===== src/rtl/core/mlrq_pkg.sv =====
// shared codes and types of the multilevel ready queue balancer
package mlrq_pkg;

   // request codes
   localparam logic [1:0] REQ_READY    = 2'd0;
   localparam logic [1:0] REQ_ENQUEUE  = 2'd1;
   localparam logic [1:0] REQ_DEQUEUE  = 2'd2;

   // result status codes
   localparam logic [2:0] ST_LOCAL    = 3'd0;
   localparam logic [2:0] ST_PEER     = 3'd1;
   localparam logic [2:0] ST_DEQUEUED = 3'd2;
   localparam logic [2:0] ST_NONE     = 3'd3;
   localparam logic [2:0] ST_FULL     = 3'd4;

   // migration modes, the unused code behaves as never
   localparam logic [1:0] MIGRATE_NEVER   = 2'd0;
   localparam logic [1:0] MIGRATE_ALWAYS  = 2'd1;
   localparam logic [1:0] MIGRATE_BALANCE = 2'd2;

   // register file
   localparam int         CSR_ADDR_BITS      = 3;
   localparam logic [0:0] REG_MIGRATE_MODE   = 1'b0;
   localparam logic [0:0] REG_BALANCE_MARGIN = 1'b1;
   localparam logic [1:0] MODE_RESET         = MIGRATE_BALANCE;
   localparam logic [7:0] MARGIN_RESET       = 8'd2;

   typedef enum logic [0:0] {
      ST_IDLE  = 1'b0,
      ST_FETCH = 1'b1
   } ctrl_state_type;

endpackage


===== src/rtl/core/mlrq_req_if.sv =====
// request channel of the ready queue balancer
interface mlrq_req_if;
   logic       valid;
   logic       ready;
   logic [1:0] req_type;
   logic [7:0] thread_id;
   logic [2:0] priority_req;
   logic       has_affinity;
   logic [3:0] max_level;
   logic [7:0] peer_ready_count;

   modport source (output valid, req_type, thread_id, priority_req, has_affinity, max_level,
                   peer_ready_count, input ready);
   modport sink   (input valid, req_type, thread_id, priority_req, has_affinity, max_level,
                   peer_ready_count, output ready);
endinterface


===== src/rtl/core/mlrq_rsp_if.sv =====
// result channel of the ready queue balancer
interface mlrq_rsp_if;
   logic       valid;
   logic       ready;
   logic [2:0] status;
   logic [7:0] out_thread;
   logic [2:0] out_priority;
   logic       wake;
   logic [7:0] ready_count;

   modport source (output valid, status, out_thread, out_priority, wake, ready_count,
                   input ready);
   modport sink   (input valid, status, out_thread, out_priority, wake, ready_count,
                   output ready);
endinterface


===== src/rtl/core/mlrq_ram.sv =====
// generic single-port-write, registered-read memory
module mlrq_ram #(
   parameter int WIDTH = 8,
   parameter int DEPTH = 128
) (
   input  logic                     clock,
   input  logic                     wr_en,
   input  logic [$clog2(DEPTH)-1:0] wr_addr,
   input  logic [WIDTH-1:0]         wr_data,
   input  logic                     rd_en,
   input  logic [$clog2(DEPTH)-1:0] rd_addr,
   output logic [WIDTH-1:0]         rd_data
);

   logic [WIDTH-1:0] mem [DEPTH];
   logic [WIDTH-1:0] rd_data_ff;

   always_ff @(posedge clock) begin
      if (wr_en) begin
         mem[wr_addr] <= wr_data;
      end
      if (rd_en) begin
         rd_data_ff <= mem[rd_addr];
      end
   end

   assign rd_data = rd_data_ff;

endmodule


===== src/rtl/core/multilevel_ready_queue_balancer_unit.sv =====
// top level of the multilevel ready queue balancer
//
//   channel  dir  handshake         payload
//   req_bus  in   valid / ready     req_type thread_id priority_req has_affinity
//                                   max_level peer_ready_count
//   rsp_bus  out  valid / ready     status out_thread out_priority wake ready_count
//   csr_*    in   apb write / read  migrate_mode (0x0), balance_margin (0x4)
//
// every request is decided in the idle state, which also updates the level
// pointers and counts, then the fetch state collects the slot memory read data
// once the output register is free; one request is in flight at a time
// a result waiting in the output register does not block the next request, only
// the load of the following result waits for it
// synchronous active-high reset clears pointers, counts, total, state and valid;
// the slot memory needs no clearing, an entry is read only after it was written
module multilevel_ready_queue_balancer_unit
   import mlrq_pkg::*;
#(
   parameter int NUM_LEVELS     = 8,
   parameter int LEVEL_DEPTH    = 16,
   parameter int THREAD_ID_BITS = 8
) (
   input  logic                     clock,
   input  logic                     reset,
   mlrq_req_if.sink                 req_bus,
   mlrq_rsp_if.source               rsp_bus,
   input  logic                     csr_psel,
   input  logic                     csr_penable,
   input  logic                     csr_pwrite,
   input  logic [CSR_ADDR_BITS-1:0] csr_paddr,
   input  logic [31:0]              csr_pwdata,
   output logic [31:0]              csr_prdata,
   output logic                     csr_pready
);

   localparam int LW   = $clog2(NUM_LEVELS);
   localparam int PW   = $clog2(LEVEL_DEPTH);
   localparam int CW   = $clog2(LEVEL_DEPTH + 1);
   localparam int SLOTS = NUM_LEVELS * LEVEL_DEPTH;
   localparam int AW   = $clog2(SLOTS);
   localparam int TOTW = $clog2(SLOTS + 1);
   localparam int SUMW = (TOTW > 9) ? TOTW : 9;

   // configuration registers
   logic [1:0] mode_ff, mode_in;
   logic [7:0] margin_ff, margin_in;
   logic       csr_wr;

   // per-level queue pointers and fill counts
   logic [PW-1:0]   head_ff  [NUM_LEVELS];
   logic [PW-1:0]   head_in  [NUM_LEVELS];
   logic [PW-1:0]   tail_ff  [NUM_LEVELS];
   logic [PW-1:0]   tail_in  [NUM_LEVELS];
   logic [CW-1:0]   count_ff [NUM_LEVELS];
   logic [CW-1:0]   count_in [NUM_LEVELS];
   logic [TOTW-1:0] total_ff, total_in;

   ctrl_state_type state_ff, state_in;

   // pending result held between accept and fetch
   logic [2:0] pend_status_ff, pend_status_in;
   logic [7:0] pend_thread_ff, pend_thread_in;
   logic [2:0] pend_prio_ff, pend_prio_in;
   logic       pend_wake_ff, pend_wake_in;
   logic [7:0] pend_count_ff, pend_count_in;
   logic       pend_ram_ff, pend_ram_in;

   // output register
   logic       rsp_valid_ff, rsp_valid_in;
   logic [2:0] rsp_status_ff;
   logic [7:0] rsp_thread_ff;
   logic [2:0] rsp_prio_ff;
   logic       rsp_wake_ff;
   logic [7:0] rsp_count_ff;

   // request decode
   logic                      req_fire;
   logic                      load_rsp;
   logic [LW-1:0]             push_lvl;
   logic [LW-1:0]             deq_lvl;
   logic                      deq_found;
   logic [NUM_LEVELS-1:0]     full_vec;
   logic [NUM_LEVELS-1:0]     avail_vec;
   logic [SUMW-1:0]           balance_sum;
   logic                      is_push;
   logic                      send_peer;
   logic                      do_push;
   logic                      do_pop;
   logic [TOTW-1:0]           total_sat_src;
   logic [THREAD_ID_BITS-1:0] thr_store;

   // slot memory
   logic [AW-1:0]             wr_addr;
   logic [AW-1:0]             rd_addr;
   logic [THREAD_ID_BITS-1:0] rd_data;

   // ---------------------------------------------------------------- csr port
   assign csr_pready = 1'b1;
   assign csr_wr     = csr_psel && csr_penable && csr_pwrite && csr_pready;

   always_comb begin
      mode_in   = mode_ff;
      margin_in = margin_ff;
      if (csr_wr) begin
         unique case (csr_paddr[2])
            REG_MIGRATE_MODE:   mode_in   = csr_pwdata[1:0];
            REG_BALANCE_MARGIN: margin_in = csr_pwdata[7:0];
            default: ;
         endcase
      end
   end

   always_comb begin
      unique case (csr_paddr[2])
         REG_MIGRATE_MODE:   csr_prdata = {30'd0, mode_ff};
         REG_BALANCE_MARGIN: csr_prdata = {24'd0, margin_ff};
         default:            csr_prdata = 32'd0;
      endcase
   end

   // ---------------------------------------------------------------- decision
   assign req_fire = req_bus.valid && req_bus.ready;

   // thread level saturates to the last level
   assign push_lvl = (32'(req_bus.priority_req) >= NUM_LEVELS) ?
                     LW'(NUM_LEVELS - 1) : LW'(req_bus.priority_req);

   // full and non-empty flags per level; the dequeue limit is applied here
   always_comb begin
      for (int i = 0; i < NUM_LEVELS; i++) begin
         full_vec[i]  = (32'(count_ff[i]) == LEVEL_DEPTH);
         avail_vec[i] = (count_ff[i] != '0) && (i < 32'(req_bus.max_level));
      end
   end

   // lowest-numbered level with a thread
   always_comb begin
      deq_lvl   = '0;
      deq_found = 1'b0;
      for (int i = NUM_LEVELS - 1; i >= 0; i--) begin
         if (avail_vec[i]) begin
            deq_lvl   = LW'(i);
            deq_found = 1'b1;
         end
      end
   end

   assign balance_sum = SUMW'(req_bus.peer_ready_count) + SUMW'(margin_ff);
   assign is_push     = (req_bus.req_type == REQ_READY) || (req_bus.req_type == REQ_ENQUEUE);

   // forwarding only for unpinned ready requests; mode 3 never forwards
   always_comb begin
      send_peer = 1'b0;
      if (req_bus.req_type == REQ_READY && !req_bus.has_affinity) begin
         if (mode_ff == MIGRATE_ALWAYS) begin
            send_peer = 1'b1;
         end else if (mode_ff == MIGRATE_BALANCE) begin
            send_peer = balance_sum < SUMW'(total_ff);
         end
      end
   end

   assign do_push   = req_fire && is_push && !send_peer && !full_vec[push_lvl];
   assign do_pop    = req_fire && (req_bus.req_type == REQ_DEQUEUE) && deq_found;
   assign thr_store = THREAD_ID_BITS'(req_bus.thread_id);

   assign wr_addr = AW'(32'(push_lvl) * LEVEL_DEPTH + 32'(tail_ff[push_lvl]));
   assign rd_addr = AW'(32'(deq_lvl) * LEVEL_DEPTH + 32'(head_ff[deq_lvl]));

   // per-level pointer and count update, at most one level touched
   always_comb begin
      for (int i = 0; i < NUM_LEVELS; i++) begin
         head_in[i]  = head_ff[i];
         tail_in[i]  = tail_ff[i];
         count_in[i] = count_ff[i];
         if (do_push && push_lvl == LW'(i)) begin
            tail_in[i]  = (32'(tail_ff[i]) == LEVEL_DEPTH - 1) ? '0 : tail_ff[i] + 1'b1;
            count_in[i] = count_ff[i] + 1'b1;
         end
         if (do_pop && deq_lvl == LW'(i)) begin
            head_in[i]  = (32'(head_ff[i]) == LEVEL_DEPTH - 1) ? '0 : head_ff[i] + 1'b1;
            count_in[i] = count_ff[i] - 1'b1;
         end
      end
   end

   always_comb begin
      total_in = total_ff;
      if (do_push) begin
         total_in = total_ff + 1'b1;
      end else if (do_pop && total_ff != '0) begin
         total_in = total_ff - 1'b1;
      end
   end

   assign total_sat_src = total_in;

   // pending result fields, thread of a dequeue comes from the slot memory
   always_comb begin
      pend_status_in = pend_status_ff;
      pend_thread_in = pend_thread_ff;
      pend_prio_in   = pend_prio_ff;
      pend_wake_in   = pend_wake_ff;
      pend_count_in  = pend_count_ff;
      pend_ram_in    = pend_ram_ff;
      if (req_fire) begin
         pend_count_in  = (32'(total_sat_src) > 255) ? 8'hFF : 8'(total_sat_src);
         pend_ram_in    = 1'b0;
         pend_wake_in   = 1'b0;
         pend_thread_in = 8'(thr_store);
         pend_prio_in   = 3'(push_lvl);
         if (is_push) begin
            if (send_peer) begin
               pend_status_in = ST_PEER;
            end else if (full_vec[push_lvl]) begin
               pend_status_in = ST_FULL;
            end else begin
               pend_status_in = ST_LOCAL;
               pend_wake_in   = (total_ff == '0);
            end
         end else if (do_pop) begin
            pend_status_in = ST_DEQUEUED;
            pend_ram_in    = 1'b1;
            pend_prio_in   = 3'(deq_lvl);
         end else begin
            pend_status_in = ST_NONE;
            pend_thread_in = 8'd0;
            pend_prio_in   = 3'd0;
         end
      end
   end

   // ---------------------------------------------------------------- control
   always_comb begin
      state_in = state_ff;
      unique case (state_ff)
         ST_IDLE:  if (req_fire) state_in = ST_FETCH;
         ST_FETCH: if (load_rsp) state_in = ST_IDLE;
         default:  state_in = ST_IDLE;
      endcase
   end

   always_comb begin
      req_bus.ready = 1'b0;
      load_rsp      = 1'b0;
      unique case (state_ff)
         ST_IDLE:  req_bus.ready = 1'b1;
         ST_FETCH: load_rsp      = !rsp_valid_ff || rsp_bus.ready;
         default: ;
      endcase
   end

   always_comb begin
      rsp_valid_in = rsp_valid_ff;
      if (load_rsp) begin
         rsp_valid_in = 1'b1;
      end else if (rsp_bus.ready) begin
         rsp_valid_in = 1'b0;
      end
   end

   // ---------------------------------------------------------------- registers
   always_ff @(posedge clock) begin
      if (reset) begin
         mode_ff      <= MODE_RESET;
         margin_ff    <= MARGIN_RESET;
         total_ff     <= '0;
         state_ff     <= ST_IDLE;
         rsp_valid_ff <= 1'b0;
         for (int i = 0; i < NUM_LEVELS; i++) begin
            head_ff[i]  <= '0;
            tail_ff[i]  <= '0;
            count_ff[i] <= '0;
         end
      end else begin
         mode_ff      <= mode_in;
         margin_ff    <= margin_in;
         total_ff     <= total_in;
         state_ff     <= state_in;
         rsp_valid_ff <= rsp_valid_in;
         head_ff      <= head_in;
         tail_ff      <= tail_in;
         count_ff     <= count_in;
      end
   end

   // payload registers, no reset
   always_ff @(posedge clock) begin
      pend_status_ff <= pend_status_in;
      pend_thread_ff <= pend_thread_in;
      pend_prio_ff   <= pend_prio_in;
      pend_wake_ff   <= pend_wake_in;
      pend_count_ff  <= pend_count_in;
      pend_ram_ff    <= pend_ram_in;
      if (load_rsp) begin
         rsp_status_ff <= pend_status_ff;
         rsp_thread_ff <= pend_ram_ff ? 8'(rd_data) : pend_thread_ff;
         rsp_prio_ff   <= pend_prio_ff;
         rsp_wake_ff   <= pend_wake_ff;
         rsp_count_ff  <= pend_count_ff;
      end
   end

   // slot memory: read data holds while the fetch waits on the output register
   mlrq_ram #(
      .WIDTH (THREAD_ID_BITS),
      .DEPTH (SLOTS)
   ) u_slot_ram (
      .clock   (clock),
      .wr_en   (do_push),
      .wr_addr (wr_addr),
      .wr_data (thr_store),
      .rd_en   (do_pop),
      .rd_addr (rd_addr),
      .rd_data (rd_data)
   );

   assign rsp_bus.valid        = rsp_valid_ff;
   assign rsp_bus.status       = rsp_status_ff;
   assign rsp_bus.out_thread   = rsp_thread_ff;
   assign rsp_bus.out_priority = rsp_prio_ff;
   assign rsp_bus.wake         = rsp_wake_ff;
   assign rsp_bus.ready_count  = rsp_count_ff;

endmodule


===== src/flat_wrapper.sv =====
// flat-port wrapper written by rule: the top's interface ports become plain ports
module multilevel_ready_queue_balancer_unit_flat import mlrq_pkg::*;
#(
   parameter int NUM_LEVELS     = 8,
   parameter int LEVEL_DEPTH    = 16,
   parameter int THREAD_ID_BITS = 8
)
  (clock, reset, csr_psel, csr_penable, csr_pwrite, csr_paddr, csr_pwdata, csr_prdata, csr_pready, req_bus_valid, req_bus_req_type, req_bus_thread_id, req_bus_priority_req, req_bus_has_affinity, req_bus_max_level, req_bus_peer_ready_count, req_bus_ready, rsp_bus_valid, rsp_bus_status, rsp_bus_out_thread, rsp_bus_out_priority, rsp_bus_wake, rsp_bus_ready_count, rsp_bus_ready);
  mlrq_req_if req_bus_i ();
  mlrq_rsp_if rsp_bus_i ();
  input  logic clock;
  input  logic reset;
  input  logic csr_psel;
  input  logic csr_penable;
  input  logic csr_pwrite;
  input  logic [CSR_ADDR_BITS-1:0] csr_paddr;
  input  logic [31:0] csr_pwdata;
  output logic [31:0] csr_prdata;
  output logic csr_pready;
  input wire logic [$bits(req_bus_i.valid)-1:0] req_bus_valid;
  input wire logic [$bits(req_bus_i.req_type)-1:0] req_bus_req_type;
  input wire logic [$bits(req_bus_i.thread_id)-1:0] req_bus_thread_id;
  input wire logic [$bits(req_bus_i.priority_req)-1:0] req_bus_priority_req;
  input wire logic [$bits(req_bus_i.has_affinity)-1:0] req_bus_has_affinity;
  input wire logic [$bits(req_bus_i.max_level)-1:0] req_bus_max_level;
  input wire logic [$bits(req_bus_i.peer_ready_count)-1:0] req_bus_peer_ready_count;
  output wire logic [$bits(req_bus_i.ready)-1:0] req_bus_ready;
  output wire logic [$bits(rsp_bus_i.valid)-1:0] rsp_bus_valid;
  output wire logic [$bits(rsp_bus_i.status)-1:0] rsp_bus_status;
  output wire logic [$bits(rsp_bus_i.out_thread)-1:0] rsp_bus_out_thread;
  output wire logic [$bits(rsp_bus_i.out_priority)-1:0] rsp_bus_out_priority;
  output wire logic [$bits(rsp_bus_i.wake)-1:0] rsp_bus_wake;
  output wire logic [$bits(rsp_bus_i.ready_count)-1:0] rsp_bus_ready_count;
  input wire logic [$bits(rsp_bus_i.ready)-1:0] rsp_bus_ready;
  assign req_bus_i.valid = req_bus_valid;
  assign req_bus_i.req_type = req_bus_req_type;
  assign req_bus_i.thread_id = req_bus_thread_id;
  assign req_bus_i.priority_req = req_bus_priority_req;
  assign req_bus_i.has_affinity = req_bus_has_affinity;
  assign req_bus_i.max_level = req_bus_max_level;
  assign req_bus_i.peer_ready_count = req_bus_peer_ready_count;
  assign req_bus_ready = req_bus_i.ready;
  assign rsp_bus_valid = rsp_bus_i.valid;
  assign rsp_bus_status = rsp_bus_i.status;
  assign rsp_bus_out_thread = rsp_bus_i.out_thread;
  assign rsp_bus_out_priority = rsp_bus_i.out_priority;
  assign rsp_bus_wake = rsp_bus_i.wake;
  assign rsp_bus_ready_count = rsp_bus_i.ready_count;
  assign rsp_bus_i.ready = rsp_bus_ready;
  multilevel_ready_queue_balancer_unit #(.NUM_LEVELS(NUM_LEVELS), .LEVEL_DEPTH(LEVEL_DEPTH), .THREAD_ID_BITS(THREAD_ID_BITS)) u_core (.clock(clock), .reset(reset), .req_bus(req_bus_i), .rsp_bus(rsp_bus_i), .csr_psel(csr_psel), .csr_penable(csr_penable), .csr_pwrite(csr_pwrite), .csr_paddr(csr_paddr), .csr_pwdata(csr_pwdata), .csr_prdata(csr_prdata), .csr_pready(csr_pready));
endmodule

===== config.mk =====
export PLATFORM = sky130hd
export DESIGN_NAME = multilevel_ready_queue_balancer_unit_flat
export DESIGN_NICKNAME = d
export VERILOG_FILES = /design/src/rtl/core/mlrq_pkg.sv /design/src/rtl/core/mlrq_req_if.sv /design/src/rtl/core/mlrq_rsp_if.sv /design/src/rtl/core/mlrq_ram.sv /design/src/rtl/core/multilevel_ready_queue_balancer_unit.sv /design/src/flat_wrapper.sv
export SDC_FILE = /design/constraint.sdc
export NUM_CORES = 2
export LEC_CHECK = 0
export BUFFER_PORTS_ARGS = -buffer_cell sky130_fd_sc_hd__buf_2
export CORE_AREA = 3 3 324 326
export CTS_CLUSTER_DIAMETER = 100
export DETAILED_ROUTE_END_ITERATION = 10
export DIE_AREA = 0 0 327 329
export PLACE_DENSITY = 0.77
export SYNTH_ARGS = -nofsm -noshare
export SYNTH_HDL_FRONTEND = slang
export SYNTH_SLANG_ARGS = --single-unit

===== constraint.sdc =====
create_clock -name clock -period 5.8 [get_ports clock]
set_clock_uncertainty 0.2 [all_clocks]
set_input_delay 0.87 -clock clock [delete_from_list [all_inputs] [get_ports clock]]
set_output_delay 0.87 -clock clock [all_outputs]
set_load 0.005 [all_outputs]

==> flow_metrics.py <==
metrics = {
    "routing": {
        "met2_length_um": 67600,
        "wl_um": 146000,
        "vias_per_cell": 6.16,
        "highest_layer": "met5",
        "vias": 35800,
        "drtIter0Drc": 5302,
        "drc": 0,
        "wire_per_inst_um": 25.2,
        "drt_first_pass_iters": 6,
        "wirelength_met1_um": 52700,
        "detail-route-antenna-nets": 0,
        "wl_met3_um": 18000,
    },
    "setup_path": {
        "cp-end-kind": "flop",
        "critPathLaunchType": "flop",
        "required_ps": 6000,
        "cp_max_fo": 6,
        "worst-endpoint-arrival_ps": 5740,
        "crit_type": "reg -> reg",
    },
    "floorplan": {
        "initial_core_util": 0.501,
        "core_area_um2": 102000,
        "fp-row-count": 117,
        "die_w_um": 327,
        "fp.dieArea_um2": 108000,
        "ios": 126,
        "die_y_um": 329,
    },
    "synthesis": {
        "synth.most_common_cell": "edfxtp_1",
        "ys_seq_area_frac": 0.683,
        "avgSynthCellArea_um2": 12.5,
        "ys_warn_count": 0,
        "synth_common_cells": "1079 x edfxtp_1, 889 x nand2_1, 320 x nand3_1",
        "synth_top_cell_by_area": "edfxtp_1",
        "ys_seq_elements": 1203,
        "yosys-top-cells-area": "edfxtp_1 63%, nand2_1 6.5%, dfxtp_1 4.9%, mux2i_1 3.7%, nand3_1 3.1%",
        "netlist_instances": 4081,
        "netlist_area_um2": 51100,
        "synth_edf_count": 1079,
        "ys.flop_type": "edfxtp_1",
        "synth_async_sr_flop_share": 0,
        "synth_top_area_share": 0.634,
        "yosys.cell_types.count": 89,
    },
    "global_routing": {
        "grt_usage": 0.269,
        "overflow": 0,
        "antenna_found_initial": 6,
        "grt_max_degree": 113,
        "grt_pass1_vias": 34200,
        "grt_pass1_wl_um": 217000,
    },
    "clock_tree": {
        "htreeDepth": 3,
        "cts_root_buf": "clkbuf_16",
        "cts.sinks": 1203,
        "post_cts_buffers": 0,
        "cts_tree": "built",
        "clkTransAtPathRegs_ps": 60,
        "cts_buffers": 115,
        "cts_hold_buf": 0,
        "ctsResizeCount": 0,
        "clockBufferDepth": 3,
        "clkLatencyLatePin_ps": 710,
    },
    "timing": {
        "fmax_mhz": 181,
        "relSlewSlack": 0.120,
        "drv_slew": 0,
        "setup-violations-final": 0,
        "tightest_slew_ps": 1310,
        "whs_ps": 200,
        "rsz0062_at_grt": "false",
        "period_share": 0.955,
        "min_period_ps": 5540,
        "setup_tns_ps": 0,
        "finalHoldViolCount": 0,
    },
    "final_layout": {
        "nets": 4490,
        "insertedDiodeCount": 0,
        "fin_util": 0.571,
        "multi_input_area_um2": 14900,
        "register_area_um2": 34900,
        "drive_above_1_share": 0.136,
        "fillCellCount": 7853,
        "syn_to_final_growth_pct": 14.1,
    },
    "power_and_ir_drop": {
        "p_leak_nw": 20.9,
        "ir_worst_vdd_mv": 0.268,
        "power_density_nw_per_um2": 327,
    },
    "job": {
        "maxCapViolCount": 0,
    },
    "min_path": {
        "hold_path.class": "in -> reg",
    },
    "placement": {
        "portBuffers": 74,
        "place.gp.congestion": 0.952,
        "post-dp-hpwl_um": 95300,
    },
    "outcome": {
        "run_status": "finished, final reports clean",
    },
}
==> area by class of cell <==
cell class	instances	area share
sequential	1203	0.599
inverter	53	0.00341
clock inverter	64	0.0103
multi-input combinational	2594	0.255
timing repair buffer	388	0.0511
tap	1368	0.0294
clock buffer	149	0.0519
==> where the power goes <==
group / internal, mW / switching, mW / total [mW]
clock: 4.05 / 3.25 / 7.30
sequential: 9.48 / 0.0188 / 9.50
combinational: 0.680 / 1.55 / 2.23
total: 14.2 / 4.82 / 19.0
==> layer usage <==
layer | track usage | vias to the layer above
met2 | 0.421 | 2474
li1 | - | 15600
met5 | 0 | -
met4 | 0.136 | 8
met1 | 0.354 | 17300
met3 | 0.0600 | 469
==> through the flow <==
stage	std cells	cell area [um2]	setup slack, ps	power, mW
final	5819	58300	261	19.0
after global routing	5819	58300	267	19.5
after CTS	5819	58300	419	19.0
after detailed placement	5606	54600	58.2	11.9
after global placement	5606	54600	79.0	11.8
after floorplan	4104	51200	490	10.9
==> registers in the layout, indices dropped and copies added, names as in the netlist <==
signal                       flops
u_core.u_slot_ram.mem         1024
u_core.u_slot_ram.rd_data        8
u_core.pend_thread_ff            8
u_core.mode_ff                   2
u_core.pend_count_ff             8
u_core.total_ff                  8
u_core.rsp_bus.status            3
u_core.rsp_bus.out_priority      3
u_core.rsp_bus.wake              1
u_core.head_ff                  32
u_core.rsp_bus.ready_count       8
u_core.pend_prio_ff              3
u_core.state_ff                  1
u_core.tail_ff                  32
u_core.pend_ram_ff               1
u_core.count_ff                 40
u_core.margin_ff                 8
u_core.pend_status_ff            3
u_core.pend_wake_ff              1
u_core.rsp_bus.out_thread        8
u_core.rsp_bus.valid             1
==> cell families (layout without fill, tap and decap cells) <==
| family | Yosys count | in the layout | share of synthesized area |
|---|---|---|---|
| compound gates | 496 | 496 | 0.0669 |
| xor+xnor | 59 | 59 | 0.0101 |
| fa+ha+maj | 67 | 67 | 0.0177 |
| buf+inv | 307 | 654 | 0.0292 |
| flops | 1203 | 1203 | 0.683 |
| mux | 208 | 208 | 0.0428 |
| other cells | 2 | 25 | 0.000147 |
| simple gates | 1739 | 1739 | 0.150 |
==> placed cells by master, fill, tap and decap left out, types with 20 or more instances in the layout <==
| master | netlist | final |
|---|---|---|
| xnor2_1 | 32 | 32 |
| clkinv_1 | 2 | 22 |
| a21o_1 | 25 | 25 |
| nor2b_1 | 26 | 26 |
| dfxtp_1 | 124 | 124 |
| inv_1 | 51 | 50 |
| conb_1 | 2 | 25 |
| nor3_1 | 57 | 56 |
| buf_2 | 101 | 65 |
| or3_1 | 20 | 20 |
| clkbuf_1 | 90 | 32 |
| nor2_1 | 239 | 237 |
| mux2i_1 | 189 | 189 |
| nor4_1 | 20 | 20 |
| a21oi_1 | 135 | 134 |
| buf_4 | 37 | 305 |
| a31oi_1 | 82 | 82 |
| xor2_1 | 27 | 27 |
| nand4_1 | 54 | 54 |
| and3_1 | 51 | 51 |
| nand2_1 | 889 | 889 |
| a311oi_1 | 23 | 23 |
| edfxtp_1 | 1079 | 1079 |
| a32oi_1 | 32 | 32 |
| ha_1 | 58 | 58 |
| nand3_1 | 320 | 318 |
| clkbuf_16 | 0 | 115 |
| o21ai_0 | 52 | 52 |
==> worst paths after layout <==
kind | start | endpoint | slack [ps] | depth (start not counted)
setup / recovery | u_core.count_ff[15]$_SDFFE_PP0P_ | u_core.u_slot_ram.rd_data[5]$_DFFE_PN_ | 260 | 13
hold reg to reg | u_core.pend_count_ff[5]$_DFFE_PP_ | u_core.rsp_bus.ready_count[5]$_DFFE_PP_ | 220 | 0
setup reg to reg | u_core.count_ff[15]$_SDFFE_PP0P_ | u_core.u_slot_ram.rd_data[5]$_DFFE_PN_ | 260 | 13
hold / removal | csr_pwdata[1] | u_core.margin_ff[1]$_SDFFE_PP1P_ | 200 | 2
==> critical path, stage by stage, from the launching register on <==
cell       delay, ps
dfxtp_1          370
or4_4            610
nor4_4           320
nor2_2           120
o311ai_0         480
a2bb2oi_2        150
a22oi_2          680
buf_4            300
mux2i_1           90
mux2i_1          430
buf_4            200
o22ai_1          160
nor4b_1         1010
a31oi_1          100
Note: power is estimated with default switching activity, not from simulation.
